===== src/rtl/core/wsp_queue.sv =====
`default_nettype none
// ----------------------------------------------------------------------------
// wsp_queue
// Small register queue between the front and back ends.
// ----------------------------------------------------------------------------
module wsp_queue #(
	parameter int WIDTH = 8,
	parameter int DEPTH = 4
) (
	input  wire              clk,
	input  wire              arst_n,
	input  wire              push,
	input  wire  [WIDTH-1:0] wr_data,
	output logic             full,
	input  wire              pop,
	output logic [WIDTH-1:0] rd_data,
	output logic             empty
);
	localparam int PTR_W = $clog2(DEPTH);

	logic [WIDTH-1:0] mem_q [0:DEPTH-1];
	logic [PTR_W-1:0] wr_ptr_q, rd_ptr_q;
	logic [PTR_W:0]   count_q;

	assign full    = (count_q == (PTR_W+1)'(DEPTH));
	assign empty   = (count_q == '0);
	assign rd_data = mem_q[rd_ptr_q];

	always_ff @(posedge clk or negedge arst_n) begin
		if (!arst_n) begin
			wr_ptr_q <= '0;
			rd_ptr_q <= '0;
			count_q  <= '0;
		end else begin
			if (push) begin
				wr_ptr_q <= wr_ptr_q + 1'b1;
			end
			if (pop) begin
				rd_ptr_q <= rd_ptr_q + 1'b1;
			end
			if (push && !pop) begin
				count_q <= count_q + 1'b1;
			end else if (pop && !push) begin
				count_q <= count_q - 1'b1;
			end
		end
	end

	always_ff @(posedge clk) begin
		if (push) begin
			mem_q[wr_ptr_q] <= wr_data;
		end
	end

endmodule
`default_nettype wire


===== config.mk =====
export PLATFORM = sky130hd
export DESIGN_NAME = wsp_queue
export DESIGN_NICKNAME = d
export VERILOG_FILES = /design/src/rtl/core/wsp_queue.sv
export SDC_FILE = /design/constraint.sdc
export NUM_CORES = 1
export LEC_CHECK = 0
export BUFFER_PORTS_ARGS = -buffer_cell sky130_fd_sc_hd__buf_2
export CORE_MARGIN = 3
export CORE_UTILIZATION = 40
export CTS_CLUSTER_DIAMETER = 100
export DETAILED_ROUTE_END_ITERATION = 10
export MAX_ROUTING_LAYER = met4
export PLACE_DENSITY = 0.69
export SLEW_MARGIN = 20
export SYNTH_ARGS = -nofsm -noshare
export SYNTH_HDL_FRONTEND = slang
export SYNTH_SLANG_ARGS = --single-unit

===== constraint.sdc =====
create_clock -name clk -period 3.6 [get_ports clk]
set_input_delay 0.72 -clock clk [delete_from_list [all_inputs] [get_ports clk]]
set_output_delay 0.72 -clock clk [all_outputs]
set_load 0.01 [all_outputs]

==> results.md, run 1 <==
* Outcome: completed
* Initial cell density of the core at 44.0%
* Max FO, Critical Path at 10
* F_max at 0.406 GHz
* Slew headroom at 61.1%
* Dominant cells by area after synthesis: edfxtp_1 62%, mux4_2 12%, dfrtp_1 11%
* PortBufs at 21
* 1st-iter DRT viols at 22
* Root Buffer: clkbuf_8
* Pre-antenna DRT Iters at 3
* Clock transition at the registers of the reported paths at 0.07 ns
* Setup-failing EPs final at 0
* Antenna Cells at 0
* Leakage at 0.663 nW
* Mapped Cells at 76
* Vias per cell at 4.88
* Largest net degree at the start of global routing at 14
* Synth-to-Final Area Change at 15.2%
* PwrDens at 755 nW/um^2
* Antenna viol nets, final at 0
* Total gr overflow at 0
* RSZ-0062 raised after global routing: no
* Hold Fails Final Rpt at 0
* Crit start category: flip-flop
* CTS Buffer Depth at 2
* Final setup margin at 1.14 ns
* Syn avg cell area at 20.4 um^2
* Clk_lat worst skew at 0.28 ns
* Final RePlAce weighted congestion at 0.697
* Final Cell Area at 1780 um^2
* Register area at 1140 um^2
* Critical path arrival at 1.74 ns
* Hold crit path type: input port to async pin
* # clock sinks at 39
* Yosys warns at 0
* Max IR drop VDD at 0.379 mV
* Via count at 727
* Final net count at 120
* Die height at 68.2 um
* Final Cycle Share at 68.3%
* Clk_skew at 0.00193 ns
* GRT Total Usage at 11.6%
* Wire per inst at 14.9 um
* # Post-CTS Setup Buffers at 0
* Syn_nets at 94
* Final WL at 2.23 mm
* Final min period at 2.46 ns
* Cell taking the most area after synthesis: edfxtp_1
* Post-synthesis sequential area ratio at 73.4%
* TritonCTS Buffers at 5
* H-tree depth at 2
* Antenna violations before repair at 0
* Slew Limit Fails at 0
* Die width at 68.2 um
* CP Capture Type: output pin
* Hold buffer count at CTS at 0
* Yosys top cell area share at 62.1%
* Maxcap violations at 0
* Fin Setup TNS at 0 ns
* Number of global-route vias before repair at 751
* First-pass GRT wire length at 3.63 mm
* Core box area at 3520 um^2
* Half-perimeter wire length after placement at 1.54 mm
* Drt drc at 0
* Register bit total from synthesis at 39
* Fraction of layout cells with a size suffix above 1 at 36.9%
* Fillers at 312
* CTS tree: done
* Num ports at 22
* Crit Path Class: flip-flop to output pin
* Post-Syn Area at 1550 um^2
* Dpl cell area at 1690 um^2
* Synth unique cells at 17
* Worst Tran Pin Value at 0.583 ns
* Die ar. at 4650 um^2
* Core Rows at 21
* Post-CTS Resized at 0
* Pre-CTS WS at 1.40 ns
* Worst EP required at 2.88 ns
* Multi-input logic area at 380 um^2
-- path summary, 6_finish.rpt --
path / startpoint / end / slack (ns) / cells past startpoint
setup / recovery: rd_ptr_q[0] / rd_data[2] / 1.14 / 2
min in group clk: count_q[2] / count_q[2] / 0.51 / 1
hold / removal: arst_n / count_q[1] / 0.25 / 1
hold reg to reg: count_q[2] / count_q[2] / 0.51 / 1
setup reg to reg: count_q[0] / count_q[2] / 2.19 / 4
max in group asynchronous: arst_n / count_q[0] / 3.19 / 1
-- routing by layer --
metal / part of all wire [%] / GRT usage [%] / vias up
li1: - / - / 335
met1: 42 / 13.9 / 372
met2: 51 / 18.2 / 16
met3: 5.2 / 3.45 / 4
met4: 1.3 / 5.21 / 0
met5: 0 / - / -
-- logic make-up (layout without fill, tap and decap cells) --
| kind of cell | Yosys count | count (layout) | share of synthesized area [%] |
|---|---|---|---|
| AO/OA/AOI/OAI | 1 | 1 | 0.323 |
| XOR/XNOR | 6 | 6 | 3.40 |
| adder cells (fa/ha/maj) | 6 | 6 | 5.34 |
| buffers and inverters | 6 | 33 | 2.02 |
| flip-flops | 39 | 39 | 73.4 |
| multiplexers | 9 | 9 | 12.4 |
| AND/OR/NAND/NOR | 9 | 9 | 3.15 |
-- worst max-delay path: stages (launching register included) --
cell	delay, ns
dfrtp_1	0.72
mux4_2	0.58
buf_2	0.16
-- cell usage after synthesis --
cell type and n:
nor3_1 1, xor2_1 4, o21ai_0 1, nand2_1 2, and2_1 4, mux2_2 1, edfxtp_1 32, xnor2_1 2
mux4_2 8, fa_1 1, nor2_1 1, buf_6 1, ha_1 5, inv_1 4, nor3b_1 1, dfrtp_1 7
buf_2 1
-- power breakdown --
| group | switching, mW | internal, mW |
|---|---|---|
| clock network | 0.152 | 0.135 |
| logic | 0.161 | 0.197 |
| registers | 0.0974 | 0.604 |
| total | 0.410 | 0.936 |
-- area by class of cell --
cell class | instances | share of cell area [%]
Sequential cell | 39 | 63.7
Multi-Input combinational cell | 31 | 21.3
Timing Repair Buffer | 21 | 5.89
Clock inverter | 3 | 1.12
Inverter | 4 | 0.842
Tap cell | 46 | 3.23
Clock buffer | 5 | 3.86
-- per-stage QoR --
step	utilization (%)	hold slack [ns]	cells	power (mW)
2_1_floorplan	-	0.424	76	0.961
3_3_place_gp	48.1	0.473	141	1.06
3_5_place_dp	48.1	0.494	141	1.08
4_1_cts	50.6	0.248	149	1.37
5_1_grt	50.6	0.250	149	1.44
6_report	50.6	0.255	149	1.35
-- registers in the layout (all words and copies together) (netlist names) --
name / count
rd_ptr_q: 2
mem_q: 32
count_q: 3
wr_ptr_q: 2
-- cells in the final DEF, fill, tap and decap left out, drive strengths merged --
master    count
xnor2         2
o21ai         1
mux4          8
mux2          1
edfxtp       32
nand2         2
nor2          1
buf          21
clkbuf        5
and2          4
nor3          1
ha            5
nor3b         1
inv           4
clkinvlp      2
xor2          4
dfrtp         7
fa            1
clkinv        1
(Power assumes the default switching activity.)
==> inputs of run 2 (changes only) <==
--- a/config.mk
+++ b/config.mk
@@ -5,13 +5,14 @@
 export SDC_FILE = /design/constraint.sdc
 export NUM_CORES = 1
 export LEC_CHECK = 0
+export ABC_AREA = 1
 export BUFFER_PORTS_ARGS = -buffer_cell sky130_fd_sc_hd__buf_2
 export CORE_MARGIN = 3
 export CORE_UTILIZATION = 40
 export CTS_CLUSTER_DIAMETER = 100
 export DETAILED_ROUTE_END_ITERATION = 10
 export MAX_ROUTING_LAYER = met4
-export PLACE_DENSITY = 0.69
+export PLACE_DENSITY = 0.71
 export SLEW_MARGIN = 20
 export SYNTH_ARGS = -nofsm -noshare
 export SYNTH_HDL_FRONTEND = slang
==> constraint.sdc (replaced) <==
create_clock -name clk -period 2.05 [get_ports clk]
set_input_delay 0.41 -clock clk [delete_from_list [all_inputs] [get_ports clk]]
set_output_delay 0.41 -clock clk [all_outputs]
set_load 0.01 [all_outputs]
==> run 2 against run 1 <==
Effect of this change: core utilization shrank 3.1 points; setup slack worse by 0.84 ns; via count rose by 39%; combinational power increased to 2.5 times the previous value; global-route usage is 1.3 points higher; clock power is 69% higher; die area is 9.3% higher; sequential power is 70% higher; critical path type unchanged; critical endpoint is now rd_data[4]; largest cell class unchanged; highest routed layer unchanged.
==> results.md, run 2 <==
* Outcome: completed
* Slew headroom at 74.3%
* Number of flops mapped to enable cells by yosys at 32
* Reg2reg start: wr_ptr_q[0]
* H-tree depth at 2
* Largest regs: mem_q: 32 flops, count_q: 3 flops
* First-pass GRT wire length at 4.74 mm
* Total gr overflow at 0
* Max reg flops at 32
* Critical path arrival at 1.34 ns
* RSZ-0062 raised after global routing: no
* PortBufs at 21
* Clk_skew at 0.00659 ns
* Final net count at 184
* Leakage at 0.857 nW
* Final WL at 2.89 mm
* Root Buffer: clkbuf_8
* Flop-to-flop setup slack at 0.71 ns
* Cell taking the most area after synthesis: edfxtp_1
* Worst path top cell family by delay: flip-flops
* # clock sinks at 39
* Syn avg cell area at 12.1 um^2
* Core Rows at 23
* Reg2reg end: mem_q[2][3]
* Clock transition at the registers of the reported paths at 0.07 ns
* Post-synth top flop: edfxtp_1
* Setup-failing EPs final at 0
* Antenna Cells at 0
* Max IR drop VDD at 0.472 mV
* Mapped Cells at 141
* F_max at 0.572 GHz
* Biggest register: mem_q
* Initial cell density of the core at 42.1%
* Crit Path Class: flip-flop to output pin
* GRT Total Usage at 12.9%
* Post-synth top cells: 37 x nand2_1, 32 x edfxtp_1, 27 x inv_1, 15 x o211ai_1, 7 x dfrtp_1
* Final RePlAce weighted congestion at 0.709
* Crit path buf inv count at 2
* Max FO, Critical Path at 9
* Post-synthesis sequential area ratio at 66.6%
* Crit start category: flip-flop
* Drt drc at 0
* Syn_nets at 159
* Post-Syn Area at 1710 um^2
* CTS tree: done
* Antenna viol nets, final at 0
* Die ar. at 5090 um^2
* Cell Chain, Critical Path: inv_4 > o211ai_1 > nand2_1 > buf_2
* CTS Buffer Depth at 2
* Placed Cells at 208
* Hold crit path type: input port to flip-flop
* Dominant cells by area after synthesis: edfxtp_1 56%, dfrtp_1 10%, nand2_1 8.1%
* Fin util at 47.5%
* Half-perimeter wire length after placement at 2.03 mm
* Post-synth ARST share at 17.9%
* Final Cycle Share at 85.2%
* CP Capture Type: output pin
* Num ports at 22
* Fillers at 362
* Yosys top cell area share at 56.3%
* Die width at 71.3 um
* Worst hold path endpoint: mem_q[0][2]
* Slew Limit Fails at 0
* Clk_lat worst skew at 0.28 ns
* Synth unique cells at 18
* Crit-path slowest cell: dfrtp_1
* Worst Tran Pin Value at 0.386 ns
* Vias per cell at 4.67
* Hold path depth at 1
* Count leader, synth: nand2_1
* Fraction of layout cells with a size suffix above 1 at 18.6%
* 1st-iter DRT viols at 17
* Worst reg2reg path depth at 4
* Synth-to-Final Area Change at 13.0%
* Wire per inst at 13.3 um
* Via count at 1014
* Number of global-route vias before repair at 1001
* Core box area at 4060 um^2
* Final min period at 1.75 ns
* CP max stage delay at 0.57 ns
* Hold Fails Final Rpt at 0
* Maxcap violations at 0
* Pre-antenna DRT Iters at 4
* Antenna violations before repair at 0
* Fin Setup TNS at 0 ns
* Register bit total from synthesis at 39
* Largest net degree at the start of global routing at 19
* Total power at 2.57 mW
* Yosys warns at 0
* PwrDens at 1330 nW/um^2
* Hold_sp: wr_data[2]
* Die height at 71.3 um
* TritonCTS Buffers at 5
* Commonest cells after routing, fill and taps aside: 37 x nand2_1, 32 x edfxtp_1, 27 x inv_1, 21 x buf_2, 15 x o211ai_1
* Layout Cells excl Fill at 217
* Leading cell type in the layout, fill and taps excluded: nand2_1
* Worst EP required at 1.64 ns
==> run 2: cell type report <==
class                           instances  area (um^2)  share of cell area, %
Multi-Input combinational cell         68          408                   21.2
Clock inverter                          3         15.0                  0.779
Tap cell                               50         62.6                   3.24
Sequential cell                        39         1140                   58.9
Timing Repair Buffer                   24          130                   6.75
Clock buffer                            5         68.8                   3.57
Inverter                               28          108                   5.58
==> run 2: metrics by stage <==
step / hold slack (ns) / worst slack [ns] / instance area [um^2]
3_3_place_gp: 0.247 / 0.525 / 1830
6_report: 0.335 / 0.302 / 1930
5_1_grt: 0.329 / 0.189 / 1930
4_1_cts: 0.330 / 0.231 / 1930
3_5_place_dp: 0.250 / 0.446 / 1830
2_1_floorplan: 0.114 / 0.690 / 1710
==> run 2: cells by family (layout without fill, tap and decap cells) <==
group                    after synthesis  count (layout)  synth area share (%)
adder cells (fa/ha/maj)                6               6                  4.84
AO/OA/AOI/OAI                         17              17                  7.62
buffers and inverters                 34              60                  9.53
flip-flops                            39              39                  66.6
AND/OR/NAND/NOR                       41              41                  9.38
XOR/XNOR                               4               4                  2.05
==> run 2: worst max path at each step <==
stage                 from         end  slack [ns]  cells after the start
5_1_grt        rd_ptr_q[1]  rd_data[3]        0.19                      4
4_1_cts        rd_ptr_q[1]  rd_data[4]        0.23                      4
3_3_place_gp          push  count_q[2]        0.53                      8
2_1_floorplan          pop  count_q[2]        0.69                      8
3_5_place_dp          push  count_q[2]        0.45                      8
6_report       rd_ptr_q[1]  rd_data[4]        0.30                      4
==> run 2: where the power goes <==
| group | switching, mW | internal [mW] | total [mW] |
|---|---|---|---|
| registers | 0.124 | 1.06 | 1.19 |
| logic | 0.551 | 0.349 | 0.900 |
| clock network | 0.252 | 0.231 | 0.483 |
| total | 0.928 | 1.64 | 2.57 |
==> run 2: worst register-to-register path: cells and delay by family, from the launching register on <==
family / cells / cell delay, ns
buffers and inverters: 2 / 0.39
DFF: 1 / 0.43
adders and majority gates: 1 / 0.14
and+or+nand+nor: 1 / 0.05
==> run 2: layer usage <==
layer  global-route usage (%)  wire [um]
met5                        -          0
met4                     7.10         89
met3                     3.37         95
met2                     22.2       1480
met1                     13.4       1230
==> run 2: timing repair <==
item	4_1_cts	5_1_grt
resized for setup	0	0
setup buffers	0	0
hold buffers	1	0
hold endpoints to repair	7	0
==> inputs of run 3 (changes only) <==
==> constraint.sdc (replaced) <==
create_clock -name clk -period 1.6 [get_ports clk]
set_input_delay 0.32 -clock clk [delete_from_list [all_inputs] [get_ports clk]]
set_output_delay 0.32 -clock clk [all_outputs]
set_load 0.01 [all_outputs]
==> run 3 against run 2 <==
Effect of this change: the flow now finishes with violations (negative setup slack); setup slack got worse by 0.31 ns; via count grew 4.5%; clock power grew 35%; total power increased by 34%; critical path depth unchanged; global-route usage up 0.67 points; sequential cell count unchanged; count of clock-buffer cells in the layout grew 2; design area increased by 2.0%.
==> results.md, run 3 (synthesis gave the netlist of run 2 again) <==
* Core box area at 4060 um^2
* Vias per cell at 4.82
* Worst EP required at 1.28 ns
* Clk_lat worst skew at 0.28 ns
* Initial cell density of the core at 42.1%
* Failing checks: negative setup slack
* Slew Limit Fails at 0
* 1st-iter DRT viols at 30
* Hold crit path type: input port to flip-flop
* Max reg flops at 32
* Die height at 71.3 um
* TritonCTS Buffers at 5
* Core Rows at 23
* F_max at 0.622 GHz
* Synth-to-Final Area Change at 15.2%
* Max IR drop VDD at 0.693 mV
* CTS tree: done
* Final WL at 3.03 mm
* Final RePlAce weighted congestion at 0.718
* Fraction of layout cells with a size suffix above 1 at 21.2%
* Half-perimeter wire length after placement at 2.15 mm
* Wire per inst at 13.8 um
* PortBufs at 21
* Final net count at 187
* Leading cell type in the layout, fill and taps excluded: nand2_1
* Antenna Cells at 0
* Biggest register: mem_q
* GRT Total Usage at 13.6%
* Number of global-route vias before repair at 1109
* Pre-CTS WS at 0.0794 ns
* Reg2reg start: wr_ptr_q[0]
* Largest net degree at the start of global routing at 19
* RSZ-0062 raised after global routing: yes
* PwrDens at 1750 nW/um^2
* Antenna violations before repair at 0
* Cell Chain, Critical Path: buf_6 > o211ai_1 > nand2_1 > buf_2
* Die ar. at 5090 um^2
* Layout Cells excl Fill at 220
* Setup-failing EPs final at 1
* Hold Fails Final Rpt at 0
* Slew headroom at 73.5%
* Worst setup path start: rd_ptr_q[0]
* Antenna viol nets, final at 0
* Final setup margin at -0.00864 ns
* Max FO, Critical Path at 18
* Total gr overflow at 0
* Root Buffer: clkbuf_8
* Hold_sp: wr_data[2]
* Leakage at 0.882 nW
* Clock transition at the registers of the reported paths at 0.07 ns
* Die width at 71.3 um
* Final Cycle Share at 101%
* Drt drc at 0
* Commonest cells after routing, fill and taps aside: 37 x nand2_1, 32 x edfxtp_1, 27 x inv_1, 21 x buf_2, 15 x o211ai_1
* Crit-path slowest cell: dfrtp_1
* Crit start category: flip-flop
* # clock sinks at 39
* H-tree depth at 2
* Worst Tran Pin Value at 0.397 ns
* Critical path arrival at 1.29 ns
* Via count at 1060
* Final min period at 1.61 ns
* CP Capture Type: output pin
* CTS Buffer Depth at 2
* CP max stage delay at 0.40 ns
* Worst Hold Slack at 0.253 ns
* Crit Path Class: flip-flop to output pin
* Total power at 3.43 mW
* Num ports at 22
* Outcome: complete, but fails checks
* Clk_skew at 0.00907 ns
* Pre-antenna DRT Iters at 4
* Placed Cells at 209
* Maxcap violations at 0
* Largest regs: mem_q: 32 flops, count_q: 3 flops
* First-pass GRT wire length at 5.10 mm
## run 3: through the flow
stage	setup TNS [ns]	area, um^2	util [%]
floorplan	0	1710	-
global placement	0	1840	45.4
detailed placement	0	1840	45.4
CTS	0	1950	48.0
global route	-0.176	1970	48.5
finish	-0.00864	1970	48.5
## run 3: final timing paths
kind	depth (start not counted)	slack (ns)	endpoint
max in group asynchronous	2	1.03	rd_ptr_q[1]
setup reg to reg	4	0.23	mem_q[0][4]
setup / recovery	4	-0.009	rd_data[3]
hold reg to reg	2	0.51	count_q[2]
min in group asynchronous	2	0.40	count_q[2]
hold / removal	1	0.25	mem_q[1][2]
## run 3: area by class of cell
class,instances,area (um^2)
clock buffers,7,86.3
well taps,50,62.6
multi-input cells,68,408
clock inverters,1,5.00
inverters,28,108
repair buffers,27,160
fillers,357,2090
flip-flops and latches,39,1140
## run 3: power by group
group | switching [mW] | internal [mW]
registers | 0.149 | 1.36
clock network | 0.305 | 0.347
logic | 0.759 | 0.511
## run 3: critical path, delay by kind of cell (launching register included)
family                 cells  cell delay (ns)
AO/OA/AOI/OAI              1             0.19
buffers and inverters      2             0.32
flip-flops                 1             0.40
AND/OR/NAND/NOR            1             0.10
## run 3: repair_timing
item	CTS	global route
endpoints found under the hold margin	7	0
endpoints found under the setup margin	5	8
gates resized for setup	2	1
buffers inserted	0	2
cloned	0	0
hold buffers	1	0
pin swaps	0	2
## run 3: per-layer routing
layer / track usage, % / part of all wire (%) / vias up / wire, um
met2: 24.2 / 57 / 18 / 1730
met1: 14.3 / 37 / 518 / 1130
met4: 6.05 / 1.2 / 0 / 35
met3: 3.09 / 4.4 / 4 / 133
li1: - / - / 520 / -
met5: - / 0 / - / 0
